[src/hw/rtl/timing_wheel_scheduler_defines.svh]
// ----------------------------------------------------------------------------
// timing wheel scheduler assertion macros
// shared concurrent assertion forms, clocked on clk and disabled in reset
// ----------------------------------------------------------------------------
`ifndef TIMING_WHEEL_SCHEDULER_DEFINES_SVH
`define TIMING_WHEEL_SCHEDULER_DEFINES_SVH

// same-cycle implication
`define TWS_ASSERT_IMP(label, ante, cons) \
  label: assert property (@(posedge clk) disable iff (rst) (ante) |-> (cons)) \
    else $error("timing wheel assertion failed");

// next-cycle implication
`define TWS_ASSERT_NEXT(label, ante, cons) \
  label: assert property (@(posedge clk) disable iff (rst) (ante) |=> (cons)) \
    else $error("timing wheel assertion failed");

`endif

[src/hw/rtl/tws_pkg.sv]
// ----------------------------------------------------------------------------
// tws_pkg
// sizes, codes and controller/datapath interface types of the timing wheel
// ----------------------------------------------------------------------------
`timescale 1ns / 1ps

package tws_pkg;

  // slot count and slot depth are powers of two
  localparam int SLOTS      = 64;
  localparam int SLOT_DEPTH = 64;

  localparam int SLOT_W   = $clog2(SLOTS);
  localparam int IDX_W    = (SLOT_DEPTH > 1) ? $clog2(SLOT_DEPTH) : 1;
  localparam int ADDR_W   = SLOT_W + IDX_W;
  localparam int ENTRIES  = 2 ** ADDR_W;
  localparam int CNT_W    = $clog2(SLOT_DEPTH + 1);

  localparam int TIME_W   = 32;
  localparam int HANDLE_W = 32;
  localparam int INDEX_W  = 6;
  localparam int STATUS_W = 3;

  typedef enum logic [1:0] {
    MODE_REGISTER = 2'd0,
    MODE_CANCEL   = 2'd1,
    MODE_FIRE     = 2'd2,
    MODE_TICK     = 2'd3
  } mode_t;

  typedef enum logic [STATUS_W-1:0] {
    ST_OK    = 3'd0,
    ST_SWEPT = 3'd1,
    ST_RANGE = 3'd2,
    ST_DEAD  = 3'd3,
    ST_FULL  = 3'd4
  } status_t;

  typedef enum logic [2:0] {
    S_IDLE,
    S_LOOK,
    S_EXEC,
    S_TSTART,
    S_SREAD,
    S_SCHECK,
    S_FLUSH
  } state_t;

  typedef struct packed {
    logic load;
    logic exec;
    logic tick_start;
    logic scan_take;
    logic scan_next;
    logic flush;
  } cmd_t;

  typedef struct packed {
    logic is_tick;
    logic cnt_zero;
    logic scan_end;
    logic entry_live;
    logic pend_valid;
    logic out_free;
  } sts_t;

endpackage

[src/hw/rtl/tws_ctrl.sv]
// ----------------------------------------------------------------------------
// tws_ctrl
// sequencer for lookup, read-modify-write and slot sweep
// ----------------------------------------------------------------------------
`timescale 1ns / 1ps

module tws_ctrl import tws_pkg::*; (
  input  logic   clk,
  input  logic   rst,
  input  logic   req_valid,
  output logic   req_stall,
  input  sts_t   sts,
  output cmd_t   cmd
);

  state_t state, state_next;

  always_ff @(posedge clk) begin
    if (rst) begin
      state <= S_IDLE;
    end else begin
      state <= state_next;
    end
  end

  always_comb begin
    state_next = state;
    case (state)
      S_IDLE: begin
        if (req_valid) state_next = S_LOOK;
      end
      S_LOOK: begin
        state_next = sts.is_tick ? S_TSTART : S_EXEC;
      end
      S_EXEC: begin
        if (sts.out_free) state_next = S_IDLE;
      end
      S_TSTART: begin
        state_next = sts.cnt_zero ? S_FLUSH : S_SREAD;
      end
      S_SREAD: begin
        state_next = S_SCHECK;
      end
      S_SCHECK: begin
        if (!sts.entry_live || !sts.pend_valid || sts.out_free) begin
          state_next = sts.scan_end ? S_FLUSH : S_SREAD;
        end
      end
      S_FLUSH: begin
        if (!sts.pend_valid || sts.out_free) state_next = S_IDLE;
      end
      default: state_next = S_IDLE;
    endcase
  end

  always_comb begin
    cmd       = '0;
    req_stall = 1'b1;
    case (state)
      S_IDLE: begin
        req_stall = 1'b0;
        cmd.load  = req_valid;
      end
      S_EXEC: begin
        cmd.exec = sts.out_free;
      end
      S_TSTART: begin
        cmd.tick_start = 1'b1;
      end
      S_SCHECK: begin
        if (!sts.entry_live) begin
          cmd.scan_next = 1'b1;
        end else if (!sts.pend_valid || sts.out_free) begin
          cmd.scan_take = 1'b1;
        end
      end
      S_FLUSH: begin
        cmd.flush = sts.pend_valid && sts.out_free;
      end
      default: begin
        cmd = '0;
      end
    endcase
  end

endmodule

[config.mk]
export PLATFORM = sky130hd
export DESIGN_NAME = tws_ctrl
export DESIGN_NICKNAME = d
export VERILOG_FILES = /design/src/hw/rtl/timing_wheel_scheduler_defines.svh /design/src/hw/rtl/tws_pkg.sv /design/src/hw/rtl/tws_ctrl.sv
export SDC_FILE = /design/constraint.sdc
export NUM_CORES = 1
export LEC_CHECK = 0
export ABC_AREA = 1
export ABC_CLOCK_PERIOD_IN_PS = 1900
export CAP_MARGIN = 25
export CORE_AREA = 2 2 39 41
export DETAILED_ROUTE_END_ITERATION = 12
export DIE_AREA = 0 0 41 43
export DONT_BUFFER_PORTS = 1
export PLACE_DENSITY_LB_ADDON = 0.05
export SYNTH_ARGS = -nofsm -noshare
export SYNTH_HDL_FRONTEND = slang
export SYNTH_SLANG_ARGS = --single-unit
[constraint.sdc]
create_clock -name clk -period 1.9 [get_ports clk]
set_input_delay 0.095 -clock clk [delete_from_list [all_inputs] [get_ports clk]]
set_output_delay 0.095 -clock clk [all_outputs]
set_load 0.05 [all_outputs]
==> results by group, run 1 <==
Min path
  • Hold Path Class: primary input to register

Synthesis
  • Syn nets: 59
  • Cell variety after synth: 13
  • Seq cells post-synth: 3
  • Post-Syn Instances: 50
  • Post-synth top area share: 22.33%
  • Synth Warn #: 0
  • Post-Syn Area per Cell: 5.380 um2
  • Area contributors post-synth: dfxtp_1, nor2_1, inv_1, nand2_1, nand3_1
  • Most area-hungry cell type in the Yosys netlist: dfxtp_1
  • Register area share after synthesis: 22.33%
  • Post-Syn Area: 269.0 um2

Setup path
  • Worst EP required: 1800 ps
  • Worst Setup Path Type: register to output pin
  • WP data arrival: 1270 ps
  • CP endpoint kind: output pin
  • R2R Setup Slk: 700 ps
  • Max FO, Critical Path: 6
  • Crit start category: register

Power and ir drop
  • Power, Total: 0.6674 mW
  • Pwr dens: 1772 nW/um2
  • Static Leak: 0.1973 nW
  • Peak supply drop: 0.7076 mV

Detailed routing
  • Routed via count: 311
  • Antenna-violating nets left: 0
  • DR vias/cell: 4.039
  • Detailed router's first-iteration violation count: 6
  • DR WL/cell: 9.571 um
  • DRT Wirelength: 737 um
  • DR pass1 iterations: 2
  • Drt drc: 0

STA
  • Final hold vios: 0
  • Highest clock rate: 734.0 MHz
  • Worst clock skew: 10.57 ps
  • Setup TNS: 0 ps
  • Rel. slew slack: 71.94%
  • Final Max Slew Viols: 0
  • Minimum clock period: 1362 ps
  • Post-route setup slack: 537.6 ps
  • Hold WS: 19.39 ps
  • Final setup viols: 0
  • RSZ-0062 raised after global routing: false
  • Fin crit share: 71.70%
  • Slew @ Worst Pin: 420.4 ps

Global route
  • Total gr overflow: 0
  • Gr usage total: 10.22%
  • Antenna violations before repair: 0
  • First-pass GRT wire length: 1173 um
  • Vias in the first global route: 308
  • Maximum number of pins on one net before global-route repair: 7

Finish
  • Non-Filler Cell Area, Final: 376.6 um2
  • Most common cell after layout, fill and taps aside: nor2_1
  • Largest registers: state: 3 flops
  • # nets final: 71
  • Reg with most FFs: state
  • Final core utilization: 27.22%
  • Area growth, synth to finish: 40.00%
  • Fillers: 167
  • Layout cells sized above 1: 27.87%
  • Fin cells: 77
  • Max reg flops: 3
  • Commonest non-fill, non-tap cells in the layout: nor2_1, nand2_1, inv_1
  • Diode count: 0

CTS
  • Skew-Pair Late Insertion Delay: 240 ps
  • Post-CTS Resized: 0
  • TritonCTS clock tree: built
  • Worst-path clk slew: 40 ps
  • H-tree depth: 1
  • CTS sink cnt: 3
  • Total CTS buffers: 3
  • Max clock buf depth: 2
  • Clock Tree Root: clkbuf_4

Job
  • MaxCap Viol Count: 0

Placed design
  • I/O Buffers: 0
  • Dpl hpwl: 598.2 um
  • Placed insts: 72
  • GP Congestion: 0.7331
  • Post-DP Area: 340.3 um2
  • Worst slack at placement: 717.8 ps

Floorplan
  • Total core area: 1384 um2
  • Ports: 16
  • Die area: 1763 um2
  • Die Span X: 41 um
  • Cell row count: 14
  • Die Y: 43 um
  • Initial core utilization: 19.44%

Status
  • Status: finished clean
==> cell families (layout without fill, tap and decap cells) <==
family,after synthesis,in the layout,synth area share [%]
and+or+nand+nor,30,30,51.17
AOI/OAI and AO/OA,6,6,11.16
buffers and inverters,11,22,15.35
DFF,3,3,22.33
==> path summary, 6_finish.rpt <==
path              startpoint       end  cells past startpoint
setup / recovery    state[0]    cmd[3]                      4
setup reg to reg    state[0]  state[1]                      7
hold / removal           rst  state[2]                      3
hold reg to reg     state[1]  state[0]                      3
==> Yosys cell counts <==
master / instances
a21oi_1: 2
dfxtp_1: 3
inv_1: 9
inv_2: 2
nand2_1: 9
nand2_2: 1
nand3_1: 5
nand3_2: 1
nor2_1: 10
nor2_2: 3
nor4_1: 1
o21ai_0: 3
o21ai_1: 1
==> critical path: stages (launching register included) <==
cell and delay (ps):
dfxtp_1 440, inv_2 60, nor2_1 120, nand2_1 80, inv_1 330
==> layout make-up <==
cell class              count  area [um2]  area share, %
well taps                  16       20.02          5.316
multi-input cells          36       173.9          46.18
inverters                  11       41.29          10.96
clock buffers               4       26.28          6.977
repair buffers              7       55.05          14.62
flip-flops and latches      3       60.06          15.95
==> report_power, final <==
part / total, mW / switching, mW / internal, mW
sequential: 0.140 / 0.0478 / 0.0925
combinational: 0.410 / 0.288 / 0.122
clock: 0.117 / 0.0380 / 0.0790
==> routing by layer <==
layer,wire [um],up-vias,track usage (%)
met1,296,130,10.54
met5,0,-,0
li1,-,175,-
met4,0,0,4.000
met2,393,6,15.94
met3,47,0,6.283
==> repair_timing <==
item | 4_1_cts | 5_1_grt
setup buffers | 0 | 0
hold buffers | 1 | 0
endpoints found under the hold margin | 1 | 0
(Power assumes the default switching activity.)
==> inputs of run 2 (changes only) <==
--- a/config.mk
+++ b/config.mk
@@ -6,7 +6,7 @@
 export NUM_CORES = 1
 export LEC_CHECK = 0
 export ABC_AREA = 1
-export ABC_CLOCK_PERIOD_IN_PS = 1900
+export ABC_CLOCK_PERIOD_IN_PS = 1400
 export CAP_MARGIN = 25
 export CORE_AREA = 2 2 39 41
 export DETAILED_ROUTE_END_ITERATION = 12
==> constraint.sdc (replaced) <==
create_clock -name clk -period 1.4 [get_ports clk]
set_input_delay 0.07 -clock clk [delete_from_list [all_inputs] [get_ports clk]]
set_output_delay 0.07 -clock clk [all_outputs]
set_load 0.05 [all_outputs]
==> run 2 against run 1 <==
  * Critical path depth stayed put
  * Utilization is 2.4 points higher
  * Critical path type unchanged
  * Register-to-register slack worse by 490 ps
  * Routed wire length is 4.6% lower
  * Worst setup slack worse by 420 ps
  * Sequential power is 44% higher
==> results by group, run 2 (same netlist as run 1, synthesis figures left out) <==
Status
  • Status: finished clean

Setup path
  • WP data arrival: 1210 ps
  • Max FO, Critical Path: 6
  • Crit start category: register
  • Crit Reg-Reg Endpoint: state[1]
  • R2R Setup Slk: 210 ps
  • CP endpoint kind: output pin
  • Worst EP required: 1330 ps
  • Worst Setup Path Type: register to output pin
  • Reg2reg path depth: 7
  • Worst R2R Start: state[2]

Finish
  • Commonest non-fill, non-tap cells in the layout: nor2_1, nand2_1, inv_1
  • Largest registers: state: 3 flops
  • Fillers: 163
  • Reg with most FFs: state
  • Diode count: 0
  • # nets final: 71
  • Max reg flops: 3
  • Layout cells sized above 1: 31.15%
  • Area growth, synth to finish: 52.09%
  • Final core utilization: 29.57%

STA
  • RSZ-0062 raised after global routing: false
  • Final Max Slew Viols: 0
  • Final setup viols: 0
  • Minimum clock period: 1282 ps
  • Highest clock rate: 779.9 MHz
  • Hold WS: 14.69 ps
  • Slew @ Worst Pin: 276.9 ps
  • Setup TNS: 0 ps
  • Fin crit share: 91.59%
  • Rel. slew slack: 81.51%
  • Worst clock skew: 1.650 ps
  • Final hold vios: 0

Placed design
  • GP Congestion: 0.6870
  • I/O Buffers: 0
  • Dpl hpwl: 604.8 um

Power and ir drop
  • Logic pwr share: 64.3%
  • Pwr dens: 2387 nW/um2
  • Peak supply drop: 0.8662 mV
  • Switching Power: 0.5350 mW
  • Net Sw Frac: 54.78%
  • Reg power frac: 20.5%
  • Static Leak: 0.1926 nW
  • Internal power: 0.4417 mW
  • Clock share of power: 15.1%

Floorplan
  • Die Span X: 41 um
  • Die Y: 43 um
  • Die area: 1763 um2
  • Total core area: 1384 um2
  • Initial core utilization: 19.44%
  • Ports: 16
  • Cell row count: 14

Min path
  • Hold Path Class: primary input to register
  • Hold depth: 3
  • Hold Path End: state[2]
  • Hold Startpoint: rst

Global route
  • First-pass GRT wire length: 1152 um
  • Vias in the first global route: 292
  • Antenna violations before repair: 0
  • Total gr overflow: 0
  • Gr usage total: 9.610%
  • Maximum number of pins on one net before global-route repair: 7

CTS
  • CTS sink cnt: 3
  • Skew-Pair Late Insertion Delay: 230 ps
  • Clock Tree Root: clkbuf_4
  • Max clock buf depth: 2
  • Worst-path clk slew: 40 ps
  • TritonCTS clock tree: built
  • H-tree depth: 1
  • Total CTS buffers: 3

Detailed routing
  • DR WL/cell: 9.130 um
  • Routed via count: 313
  • DRT Wirelength: 703 um
  • Detailed router's first-iteration violation count: 0
  • Antenna-violating nets left: 0
  • Drt drc: 0
  • DR vias/cell: 4.065
  • DR pass1 iterations: 1

Job
  • MaxCap Viol Count: 0
==> run 2: power groups by stage <==
stage	Combinational, mW	Sequential [mW]	Clock [mW]
finish	0.628	0.201	0.148
global route	0.680	0.210	0.164
CTS	0.632	0.201	0.157
detailed placement	0.630	0.203	0
global placement	0.628	0.207	0
floorplan	0.464	0.191	0
==> run 2: what timing repair did <==
item | CTS | global route
hold buffers | 1 | 0
endpoints found under the hold margin | 2 | 0
setup buffers | 0 | 0
resized for setup | 0 | 1
setup endpoints to repair | 0 | 1
==> run 2: worst max-delay path, cell delays in order (launching register included) <==
cell,delay (ps)
dfxtp_1,470
inv_2,60
nor2_1,130
nand2_1,120
clkinvlp_4,220
==> run 2: worst max path at each step <==
stage	startpoint	end	slack [ps]
after CTS	state[0]	cmd[3]	10
after detailed placement	state[2]	state[1]	200
after global placement	state[2]	state[2]	190
after global routing	state[0]	cmd[3]	5
final	state[0]	cmd[3]	120
after floorplan	state[0]	cmd[2]	60
==> run 2: through the flow <==
step	cells	setup WS, ps	power, mW	instance area, um2
after global placement	72	192.9	0.8347	369.1
after global routing	77	4.930	1.054	409.1
final	77	117.7	0.9767	409.1
after detailed placement	72	198.5	0.8327	369.1
after floorplan	50	64.81	0.6551	291.5
after CTS	77	13.03	0.9908	405.4
==> run 2: cell type report <==
cell class                      instances  area, um2  share of cell area [%]
Tap cell                               16      20.02                   4.893
Timing Repair Buffer                    7      67.56                   16.51
Multi-Input combinational cell         36      190.2                   46.48
Sequential cell                         3      60.06                   14.68
Inverter                               11      45.04                   11.01
Clock buffer                            4      26.28                   6.422
==> run 2: per-layer routing <==
metal  up-vias  GRT usage, %  share of wire [%]
met5         -             0                  0
met4         0         4.000                  0
met3         0         5.759                5.7
met2         6         13.75                 54
met1       130         11.15                 41
li1        177             -                  -
